File: config.mk
export PLATFORM = sky130hd
export DESIGN_NAME = swmm_regs
export DESIGN_NICKNAME = d
export VERILOG_FILES = /design/src/swmm_pkg.sv /design/src/swmm_regs.sv
export SDC_FILE = /design/constraint.sdc
export NUM_CORES = 1
export LEC_CHECK = 0
export BUFFER_PORTS_ARGS = -buffer_cell sky130_fd_sc_hd__buf_2
export CORE_MARGIN = 5
export CORE_UTILIZATION = 31
export CTS_BUF_LIST = sky130_fd_sc_hd__clkbuf_8
export CTS_CLUSTER_DIAMETER = 30
export DETAILED_ROUTE_END_ITERATION = 10
export PLACE_DENSITY_LB_ADDON = 0.1
export SYNTH_ARGS = -nofsm -noshare
export SYNTH_HDL_FRONTEND = slang
export SYNTH_SLANG_ARGS = --single-unit
export TNS_END_PERCENT = 100
File: constraint.sdc
create_clock -name clk -period 0.9 [get_ports clk]
set_clock_uncertainty 0.05 [all_clocks]
set_input_delay 0.09 -clock clk [delete_from_list [all_inputs] [get_ports clk]]
set_output_delay 0.09 -clock clk [all_outputs]
set_load 0.1 [all_outputs]
File: src/swmm_pkg.sv
// ----------------------------------------------------------------------------
// swmm_pkg
// Shared types and constants of the sliding window min/max block: register
// map, configuration port widths and the window size register format.
// ----------------------------------------------------------------------------
`timescale 1ns / 1ps
`default_nettype none

package swmm_pkg;

  localparam int DATA_W  = 32;
  localparam int ADDR_W  = 3;
  localparam int INDEX_W = ADDR_W - 2;
  localparam int WS_W    = 7;

  typedef logic [ADDR_W-1:0]  addr_t;
  typedef logic [DATA_W-1:0]  data_t;
  typedef logic [INDEX_W-1:0] reg_index_t;
  typedef logic [WS_W-1:0]    win_t;

  localparam reg_index_t REG_WINDOW_SIZE = reg_index_t'(0);
  localparam win_t       WS_RESET        = win_t'(1);

endpackage

`default_nettype wire

File: src/swmm_regs.sv
// ----------------------------------------------------------------------------
// swmm_regs
// APB-style configuration register file holding the window size.
// ----------------------------------------------------------------------------
`timescale 1ns / 1ps
`default_nettype none

module swmm_regs (
  input  wire logic           clk,
  input  wire logic           rst,
  input  wire logic           psel,
  input  wire logic           penable,
  input  wire logic           pwrite,
  input  wire swmm_pkg::addr_t paddr,
  input  wire swmm_pkg::data_t pwdata,
  output swmm_pkg::data_t     prdata,
  output logic                pready,
  output swmm_pkg::win_t      window_size
);
  import swmm_pkg::*;

  logic hit;

  assign hit    = (paddr[ADDR_W-1:2] == REG_WINDOW_SIZE);
  assign pready = 1'b1;

  always_ff @(posedge clk) begin
    if (rst) begin
      window_size <= WS_RESET;
    end else if (psel && penable && pwrite && pready && hit) begin
      window_size <= pwdata[WS_W-1:0];
    end
  end

  always_comb begin
    prdata = '0;
    if (hit) begin
      prdata = DATA_W'(window_size);
    end
  end

endmodule

`default_nettype wire

==> summary.md, run 1 <==
| Metric | Value |
|---|---|
| Final setup viols | `14` |
| Cell Rows | `15` |
| Final Hold Viols | `0` |
| Grt ovf | `0` |
| Cell area after synthesis | `~580 sq um` |
| Total number of vias | `between 400 and 500` |
| Startpoint type of the worst setup path | `flop` |
| Synth Warn # | `0` |
| Worst min-delay path class | `input port to flop` |
| Vias in the first global route | `between 400 and 500` |
| Area after DPL | `between 800 and 900 sq um` |
| 1st-pass router iterations | `3` |
| Layout area overhead | `74.0%` |
| P_leak | `0.469 nW` |
| Clk slew on worst S/H paths | `~0.040 ns` |
| Diode count | `0` |
| Reg power frac | `21.1%` |
| Post-synthesis sequential area ratio | `between 20% and 30%` |
| Antenna viol nets, final | `0` |
| Hold depth | `3` |
| Commonest non-fill, non-tap cell in the layout | `conb_1` |
| Switching Fraction | `about half` |
| Setup ws final | `-0.127 ns` |
| Max reg flops | `7` |
| Max Root-Sink Buffers | `2` |
| Final Cycle Share | `114%` |
| Multi-input logic area | `roughly 330 sq um` |
| Worst reg-to-reg path cell count | `3` |
| Cells after Synth | `66` |
| CP arrival | `0.89 ns` |
| Max IR drop VDD | `approximately 0.6 mV` |
| CP max FO | `2` |
| Inserted Clock Buffers | `3` |
| Pwr per Cell Area | `1440 nW/um^2` |
| Synth Register Bits | `7` |
| NumNets Final | `142` |
| CTS tree | `built` |
| Failing checks | `negative setup slack` |
| Biggest register | `window_size` |
| Fill cells | `roughly 180` |
| P_sw | `~750 uW` |
| Fin. max-slew vios | `0` |
| Die area | `~2800 sq um` |
| Library cells used by synthesis | `10` |
| Final Wtd Congestion | `around 0.61` |
| Die W | `~53 microns` |
| Run status | `complete, but fails checks` |
| Clock share of power | `~29%` |
| IO buf count | `26` |
| Sequential cell area | `~170 sq um` |
| First-pass GRT wire length | `1.96 mm` |
| I/O pin count | `80` |
| Post-Syn Area per Cell | `roughly 8.8 sq um` |
| Post-DP HPWL | `slightly above 1 mm` |
| Largest net degree at the start of global routing | `15` |
| Comb pwr share | `49.8%` |
| Regs by FF count | `window_size: 7 flops` |
| Avg Vias per Cell | `3.56` |
| Initial antenna violation count | `0` |
| DR WL/cell | `around 10 microns` |
| Clk sinks | `7` |
| Skew-Pair Late Insertion Delay | `between 0.2 and 0.25 ns` |
| CP endpoint kind | `primary output` |
| RSZ-0062 raised after global routing | `yes` |
| Clk root buf | `clkbuf_8` |
| FMAX | `0.973 GHz` |
| Remaining DRCs | `0` |
| Worst Path Class, Setup | `flop to primary output` |
| # Max-Cap Violations | `0` |
| Die Ht | `53.3 microns` |
| Total Routing Usage GR | `about a tenth` |
| Most frequent cells in the layout | `conb_1 (26), buf_12 (15), nand2b_1 (12), buf_2 (12)` |
| DR iter-0 viols | `5` |
| Core footprint | `between 1500 and 2000 sq um` |
| Finished Cell Area | `roughly 1000 sq um` |
| Pint | `a little over 700 uW` |
| Fin crit period | `1.03 ns` |
| Share of layout cells above drive strength 1 | `51.5%` |
| Place WS | `-0.0865 ns` |
| Hold-fix buffers at CTS | `0` |
| H-tree levels | `1` |
| Initial core utilization | `between 30 and 40%` |
| Required time worst endpoint | `around 0.76 ns` |
| WL final | `1.29 mm` |
-- power groups by stage --
stage / Combinational (mW) / Sequential (mW) / Clock (mW)
2_1_floorplan: 0.649 / 0.362 / 0
3_3_place_gp: 0.705 / 0.317 / 0
3_5_place_dp: 0.707 / 0.317 / 0
4_1_cts: 0.725 / 0.306 / 0.442
5_1_grt: 0.746 / 0.308 / 0.469
6_report: 0.727 / 0.307 / 0.424
-- through the flow --
step	util, %	std cells	power, mW	hold slack [ns]	setup TNS, ns
floorplan	-	90	1.01	0.184	-1.22
global placement	50.8	115	1.02	0.295	-0.566
detailed placement	50.8	115	1.02	0.300	-0.633
CTS	57.0	126	1.47	0.0644	-1.53
global route	57.4	126	1.52	0.0743	-1.77
finish	57.4	126	1.46	0.0673	-1.39
-- metal layers --
metal,vias to the layer above,part of all wire (%),GRT usage [%]
met5,-,0,0
met4,0,0,5.11
met3,0,14,5.07
met2,27,51,15.3
met1,202,35,11.0
li1,220,-,-
-- area by class of cell --
class	instances	area share, %
flip-flops and latches	7	16.4
clock buffers	3	4.08
well taps	25	3.09
repair buffers	35	43.4
clock inverters	1	0.371
multi-input cells	55	32.6
-- worst max-delay path, stage by stage (launching register included) --
cell and delay [ns]:
dfxtp_4 0.34, and2b_4 0.16, buf_12 0.17
-- synth_stat cells --
cell	number	area share (%)
and2b_2	7	11
and4b_1	1	1.7
buf_4	26	34
buf_6	1	1.9
clkbuf_1	1	0.64
conb_1	2	1.3
dfxtp_1	7	24
mux2i_1	7	12
nand2b_1	12	13
nor2_1	2	1.3
-- worst paths after layout --
path                  start        endpoint  slack [ns]
max          window_size[5]       prdata[5]       -0.13
min               pwdata[5]  window_size[5]        0.07
max reg2reg  window_size[0]  window_size[0]        0.14
min reg2reg  window_size[5]  window_size[5]        0.56
-- cell families after synthesis --
| kind of cell | share of synthesized area, % |
|---|---|
| buf+inv | 36.1 |
| simple gates | 26.5 |
| mux | 12.0 |
| flops | 24.1 |
| other cells | 1.29 |
-- what timing repair did --
action / CTS / global route
setup endpoints to repair: 12 / 14
resized for setup: 3 / 2
buffers inserted: 7 / 0
Note: power is estimated with default switching activity, not from simulation.
==> run 2, diff against run 1 <==
--- a/config.mk
+++ b/config.mk
@@ -7,7 +7,7 @@
 export LEC_CHECK = 0
 export BUFFER_PORTS_ARGS = -buffer_cell sky130_fd_sc_hd__buf_2
 export CORE_MARGIN = 5
-export CORE_UTILIZATION = 31
+export CORE_UTILIZATION = 28
 export CTS_BUF_LIST = sky130_fd_sc_hd__clkbuf_8
 export CTS_CLUSTER_DIAMETER = 30
 export DETAILED_ROUTE_END_ITERATION = 10
==> constraint.sdc (replaced) <==
create_clock -name clk -period 0.85 [get_ports clk]
set_clock_uncertainty 0.05 [all_clocks]
set_input_delay 0.085 -clock clk [delete_from_list [all_inputs] [get_ports clk]]
set_output_delay 0.085 -clock clk [all_outputs]
set_load 0.1 [all_outputs]
==> summary.md, run 2 (synthesis results as in run 1) <==
| Metric | Value |
|---|---|
| Run status | `complete, but fails checks` |
| Failing checks | `negative setup slack` |
| Comb pwr share | `49.7% (about the same)` |
| Most frequent cells in the layout | `conb_1 (26), buf_12 (15), nand2b_1 (12), buf_2 (12)` |
| Hold WS | `0.0590 ns (-0.00828 ns)` |
| CP Capture Point | `prdata[2]` |
| Die Ht | `55.6 microns (+4.2%)` |
| Area after DPL | `951 sq um (+6.1%)` |
| Die area | `3090 sq um (+8.7%)` |
| Worst flop-to-flop path endpoint | `window_size[5]` |
| Switching Fraction | `51.2% (+0.068 points)` |
| Sequential cell area | `166 sq um (unchanged)` |
| Fill cells | `194 (+9.0%)` |
| Antenna viol nets, final | `0 (unchanged)` |
| Skew-Pair Late Insertion Delay | `0.22 ns (about the same)` |
| Fin crit period | `roughly 1.0 ns` |
| NumNets Final | `144 (+1.4%)` |
| CP endpoint kind | `primary output` |
| Hold-fix buffers at CTS | `0 (unchanged)` |
| Clk root buf | `clkbuf_8` |
| Post-DP HPWL | `1.06 mm (+3.8%)` |
| Max Root-Sink Buffers | `2 (unchanged)` |
| # Max-Cap Violations | `0 (unchanged)` |
| Commonest non-fill, non-tap cell in the layout | `conb_1` |
| Final setup viols | `14 (unchanged)` |
| Final std cells w/o fill | `130 (+3.2%)` |
| IO buf count | `26 (unchanged)` |
| FF-to-FF setup slack | `0.03 ns (-0.11 ns)` |
| Avg Vias per Cell | `3.37 (-5.5%)` |
| FMAX | `0.978 GHz` |
| Worst r2r src | `window_size[5]` |
| Required time worst endpoint | `0.71 ns (-0.05 ns)` |
| DR iter-0 viols | `6 (+1)` |
| CP arrival | `0.89 ns (about the same)` |
| Layout area overhead | `78.3%` |
| Biggest register | `window_size` |
| Max reg flops | `7 (unchanged)` |
| Total number of vias | `438 (-2.4%)` |
| CTS tree | `built` |
| Initial antenna violation count | `0 (unchanged)` |
| Clk sinks | `7 (unchanged)` |
| Startpoint type of the worst setup path | `flop` |
| Worst reg-to-reg path cell count | `4 (+1)` |
| Total Routing Usage GR | `7.95% (-2.0 points)` |
| DR WL/cell | `9.91 microns (-3.5%)` |
| Remaining DRCs | `0 (unchanged)` |
| Inserted Clock Buffers | `3 (unchanged)` |
| Diode count | `0 (unchanged)` |
| Clock share of power | `29.4% (+0.3 points)` |
| CP max FO | `2 (unchanged)` |
| Setup ws final | `-0.173 ns (-0.0454 ns)` |
| Pint | `760 uW (+6.7%)` |
| Share of layout cells above drive strength 1 | `52.4% (+0.94 points)` |
| Final Cycle Share | `120%` |
| Slowest-stage cell, CP | `dfxtp_4` |
| Grt ovf | `0 (unchanged)` |
| Clk slew on worst S/H paths | `0.04 ns (about the same)` |
| WL final | `1.29 mm (-0.39%)` |
| Max IR drop VDD | `0.825 mV (+34%)` |
| P_leak | `0.481 nW (+2.5%)` |
| First-pass GRT wire length | `1.95 mm (-0.36%)` |
| Reg power frac | `20.8% (-0.3 points)` |
| 1st-pass router iterations | `3 (unchanged)` |
| Initial core utilization | `29.7% (-3.3 points)` |
| Worst min-delay path class | `input port to flop` |
| Finished Cell Area | `1040 sq um (+2.5%)` |
| Regs by FF count | `window_size: 7 flops` |
| Vias in the first global route | `430 (-1.1%)` |
| Cell Rows | `16 (+1)` |
| Final Wtd Congestion | `0.676 (+11%)` |
| Cell Chain, Critical Path | `and2b_4 -> buf_12` |
| Largest net degree at the start of global routing | `15 (unchanged)` |
| I/O pin count | `80 (unchanged)` |
| Die W | `55.6 microns (+4.2%)` |
| Worst setup startpoint | `window_size[2]` |
| Multi-input logic area | `330 sq um (unchanged)` |
| Placed insts | `124 (+7.8%)` |
| RSZ-0062 raised after global routing | `yes` |
| Fin. max-slew vios | `0 (unchanged)` |
| H-tree levels | `1 (unchanged)` |
| Pwr per Cell Area | `1500 nW/um^2 (+4.3%)` |
| Crit path largest cell delay | `0.34 ns (about the same)` |
| Worst Path Class, Setup | `flop to primary output` |
| Final Hold Viols | `0 (unchanged)` |
| Setup TNS | `-2.00 ns (-0.615 ns)` |
| P_sw | `798 uW (+7.0%)` |
| Core footprint | `1960 sq um (+11%)` |
run 2: worst max-delay path: cells and delay by family (launching register included):
family | cells | cell delay, ns
buffers and inverters | 1 | 0.17
flip-flops | 1 | 0.34
AND/OR/NAND/NOR | 1 | 0.16
run 2: how the worst min path moves through the flow:
stage	endpoint	slack (ns)	cells past startpoint	from
floorplan	window_size[1]	0.18	2	pwdata[1]
global placement	window_size[1]	0.29	3	pwdata[1]
detailed placement	window_size[1]	0.29	3	pwdata[1]
CTS	window_size[1]	0.06	3	pwdata[1]
global route	window_size[1]	0.07	3	pwdata[1]
finish	window_size[1]	0.06	3	pwdata[1]
run 2: cell type report:
class                   instances  area share [%]
multi-input cells              55            31.8
clock inverters                 1           0.362
flip-flops and latches          7            16.0
well taps                      27            3.26
repair buffers                 37            44.5
clock buffers                   3            3.98
run 2: metal layers:
| layer | vias to the layer above | share of wire [%] | global-route usage, % |
|---|---|---|---|
| li1 | 226 | - | - |
| met5 | - | 0 | 0 |
| met3 | 0 | 15 | 5.34 |
| met4 | 0 | 0 | 3.13 |
| met1 | 182 | 36 | 8.17 |
| met2 | 30 | 48 | 12.7 |
run 2: repair_timing:
item	CTS	global route
setup buffers	2	0
gates resized for setup	2	5
gates cloned	0	0
endpoints found under the setup margin	14	15
run 2: per-stage QoR:
stage | util [%] | setup WS [ns] | power, mW
3_3_place_gp | 48.5 | -0.0978 | 1.09
5_1_grt | 52.9 | -0.198 | 1.61
3_5_place_dp | 48.5 | -0.116 | 1.10
6_report | 52.9 | -0.173 | 1.56
2_1_floorplan | - | -0.219 | 1.07
4_1_cts | 51.9 | -0.176 | 1.57
run 2: power by group through the flow:
stage	clock network, mW	registers, mW	logic (mW)
2_1_floorplan	0	0.384	0.687
3_3_place_gp	0	0.330	0.763
3_5_place_dp	0	0.330	0.765
4_1_cts	0.475	0.324	0.770
5_1_grt	0.492	0.325	0.794
6_report	0.459	0.325	0.775
==> run 3, diff against run 2 <==
--- a/config.mk
+++ b/config.mk
@@ -12,6 +12,7 @@
 export CTS_CLUSTER_DIAMETER = 30
 export DETAILED_ROUTE_END_ITERATION = 10
 export PLACE_DENSITY_LB_ADDON = 0.1
+export SETUP_SLACK_MARGIN = 0.3
 export SYNTH_ARGS = -nofsm -noshare
 export SYNTH_HDL_FRONTEND = slang
 export SYNTH_SLANG_ARGS = --single-unit
==> summary.md, run 3 (synthesis results as in run 1) <==
| Metric | Value |
|---|---|
| # Max-Cap Violations | `0 (unchanged)` |
| RSZ-0062 raised after global routing | `yes` |
| Clk slew on worst S/H paths | `0.04 ns (about the same)` |
| Commonest non-fill, non-tap cell in the layout | `conb_1` |
| Most frequent cells in the layout | `conb_1 (26), buf_12 (14), buf_2 (12)` |
| P_sw | `813 uW (+1.8%)` |
| Grt ovf | `0 (unchanged)` |
| Vias in the first global route | `501 (+17%)` |
| Remaining DRCs | `0 (unchanged)` |
| Largest net degree at the start of global routing | `15 (unchanged)` |
| Place WS | `-0.110 ns (+0.00569 ns)` |
| CP max FO | `2 (unchanged)` |
| Clk root buf | `clkbuf_8` |
| Pint | `768 uW (+1.0%)` |
| Required time worst endpoint | `0.71 ns (about the same)` |
| Initial core utilization | `29.7% (unchanged)` |
| FMAX | `0.962 GHz (-1.6%)` |
| Max IR drop VDD | `0.784 mV (-5.0%)` |
| Cell Chain, Critical Path | `and2b_4 -> buf_12` |
| Hold-fix buffers at CTS | `0 (unchanged)` |
| Initial antenna violation count | `0 (unchanged)` |
| Finished Cell Area | `1080 sq um (+4.5%)` |
| WL final | `1.41 mm (+9.5%)` |
| Skew-Pair Late Insertion Delay | `0.23 ns (about the same)` |
| Run status | `complete, but fails checks` |
| Startpoint type of the worst setup path | `flop` |
| Clock share of power | `29.7% (+0.3 points)` |
| Setup ws final | `-0.190 ns (-0.0170 ns)` |
| Crit path largest cell delay | `0.34 ns (about the same)` |
| First-pass GRT wire length | `2.35 mm (+20%)` |
| Die area | `3090 sq um (unchanged)` |
| Fin crit period | `1.04 ns (+0.0170 ns)` |
| Layout area overhead | `86.2%` |
| Placed insts | `125 (+0.81%)` |
| NumNets Final | `148 (+2.8%)` |
| DR iter-0 viols | `10 (+4)` |
| Worst min-delay path class | `input port to flop` |
| Final setup viols | `15 (+1)` |
| Comb pwr share | `49.7% (about the same)` |
| Pwr per Cell Area | `1460 nW/um^2 (-2.9%)` |
| Regs by FF count | `window_size: 7 flops` |
| Switching Fraction | `51.4% (+0.18 points)` |
| Top delay family on crit path | `flip-flops` |
| Final Wtd Congestion | `0.696 (+3.0%)` |
| IO buf count | `26 (unchanged)` |
| Total Routing Usage GR | `9.73% (+1.8 points)` |
| Post-DP HPWL | `1.16 mm (+8.9%)` |
| Inserted Clock Buffers | `3 (unchanged)` |
| CP arrival | `0.90 ns (about the same)` |
| Final std cells w/o fill | `134 (+3.1%)` |
| DR WL/cell | `10.5 microns (+6.3%)` |
| Antenna viol nets, final | `0 (unchanged)` |
| Biggest register | `window_size` |
| I/O pin count | `80 (unchanged)` |
| Failing checks | `negative setup slack` |
| Buf/Inv on CP | `1 (unchanged)` |
| Reg power frac | `20.6% (-0.2 points)` |
| Slowest-stage cell, CP | `dfxtp_4` |
| Die Ht | `55.6 microns (unchanged)` |
| Clk sinks | `7 (unchanged)` |
| Total number of vias | `477 (+8.9%)` |
| Cell Rows | `16 (unchanged)` |
| Max reg flops | `7 (unchanged)` |
| Core footprint | `1960 sq um (unchanged)` |
| Max Root-Sink Buffers | `2 (unchanged)` |
| Final Hold Viols | `0 (unchanged)` |
| Area after DPL | `946 sq um (-0.53%)` |
| CTS tree | `built` |
| Fin. max-slew vios | `0 (unchanged)` |
| CP endpoint kind | `primary output` |
| Avg Vias per Cell | `3.56 (+5.7%)` |
| 1st-pass router iterations | `4 (+1)` |
| Share of layout cells above drive strength 1 | `57.0% (+4.6 points)` |
| P_leak | `0.513 nW (+6.7%)` |
| Final Cycle Share | `122% (+2.0 points)` |
| H-tree levels | `1 (unchanged)` |
| Setup TNS | `-2.21 ns (-0.208 ns)` |
| Die W | `55.6 microns (unchanged)` |
| Worst Path Class, Setup | `flop to primary output` |
| Diode count | `0 (unchanged)` |
-- run 3: path summary, 6_finish.rpt --
kind / from / endpoint / slack [ns] / cells past startpoint
max: window_size[1] / prdata[1] / -0.19 / 2
min: pwdata[1] / window_size[1] / 0.05 / 3
max reg2reg: window_size[3] / window_size[3] / -0.07 / 5
min reg2reg: window_size[1] / window_size[1] / 0.55 / 3
-- run 3: stage by stage --
| step | hold WS [ns] | total power [mW] | utilization [%] |
|---|---|---|---|
| 2_1_floorplan | 0.179 | 1.07 | - |
| 3_3_place_gp | 0.293 | 1.09 | 48.2 |
| 3_5_place_dp | 0.294 | 1.09 | 48.2 |
| 4_1_cts | 0.0470 | 1.59 | 53.4 |
| 5_1_grt | 0.0615 | 1.65 | 55.2 |
| 6_report | 0.0540 | 1.58 | 55.2 |
-- run 3: power groups by stage --
stage          combinational, mW  sequential [mW]  clock [mW]
6_report                   0.786            0.325       0.469
5_1_grt                    0.807            0.326       0.516
4_1_cts                    0.775            0.325       0.492
3_5_place_dp               0.763            0.330           0
3_3_place_gp               0.764            0.331           0
2_1_floorplan              0.687            0.384           0
-- run 3: tightest hold or removal path, delay by kind of cell --
kind	cells	cell delay, ns
muxes	1	0.06
buffers and inverters	1	0.09
and+or+nand+nor	1	0.06
-- run 3: final cells by class --
class / count / area (sq um)
fillers: 191 / 878
clock buffers: 3 / 41.3
clock inverters: 1 / 3.75
repair buffers: 41 / 490
well taps: 27 / 33.8
flip-flops and latches: 7 / 166
multi-input cells: 55 / 348
-- run 3: repair_timing --
item,CTS,global route
endpoints found under the setup margin,21,21
hold endpoints to repair,0,0
gates cloned,0,0
setup buffers,4,1
gates resized for setup,7,6
-- run 3: layer usage --
| layer | vias to the layer above | global-route usage (%) | wire length (microns) |
|---|---|---|---|
| li1 | 234 | - | - |
| met1 | 208 | 8.76 | 465 |
| met2 | 31 | 16.7 | 707 |
| met3 | 4 | 6.73 | 216 |
| met4 | 0 | 4.17 | 23 |
| met5 | - | 0 | 0 |
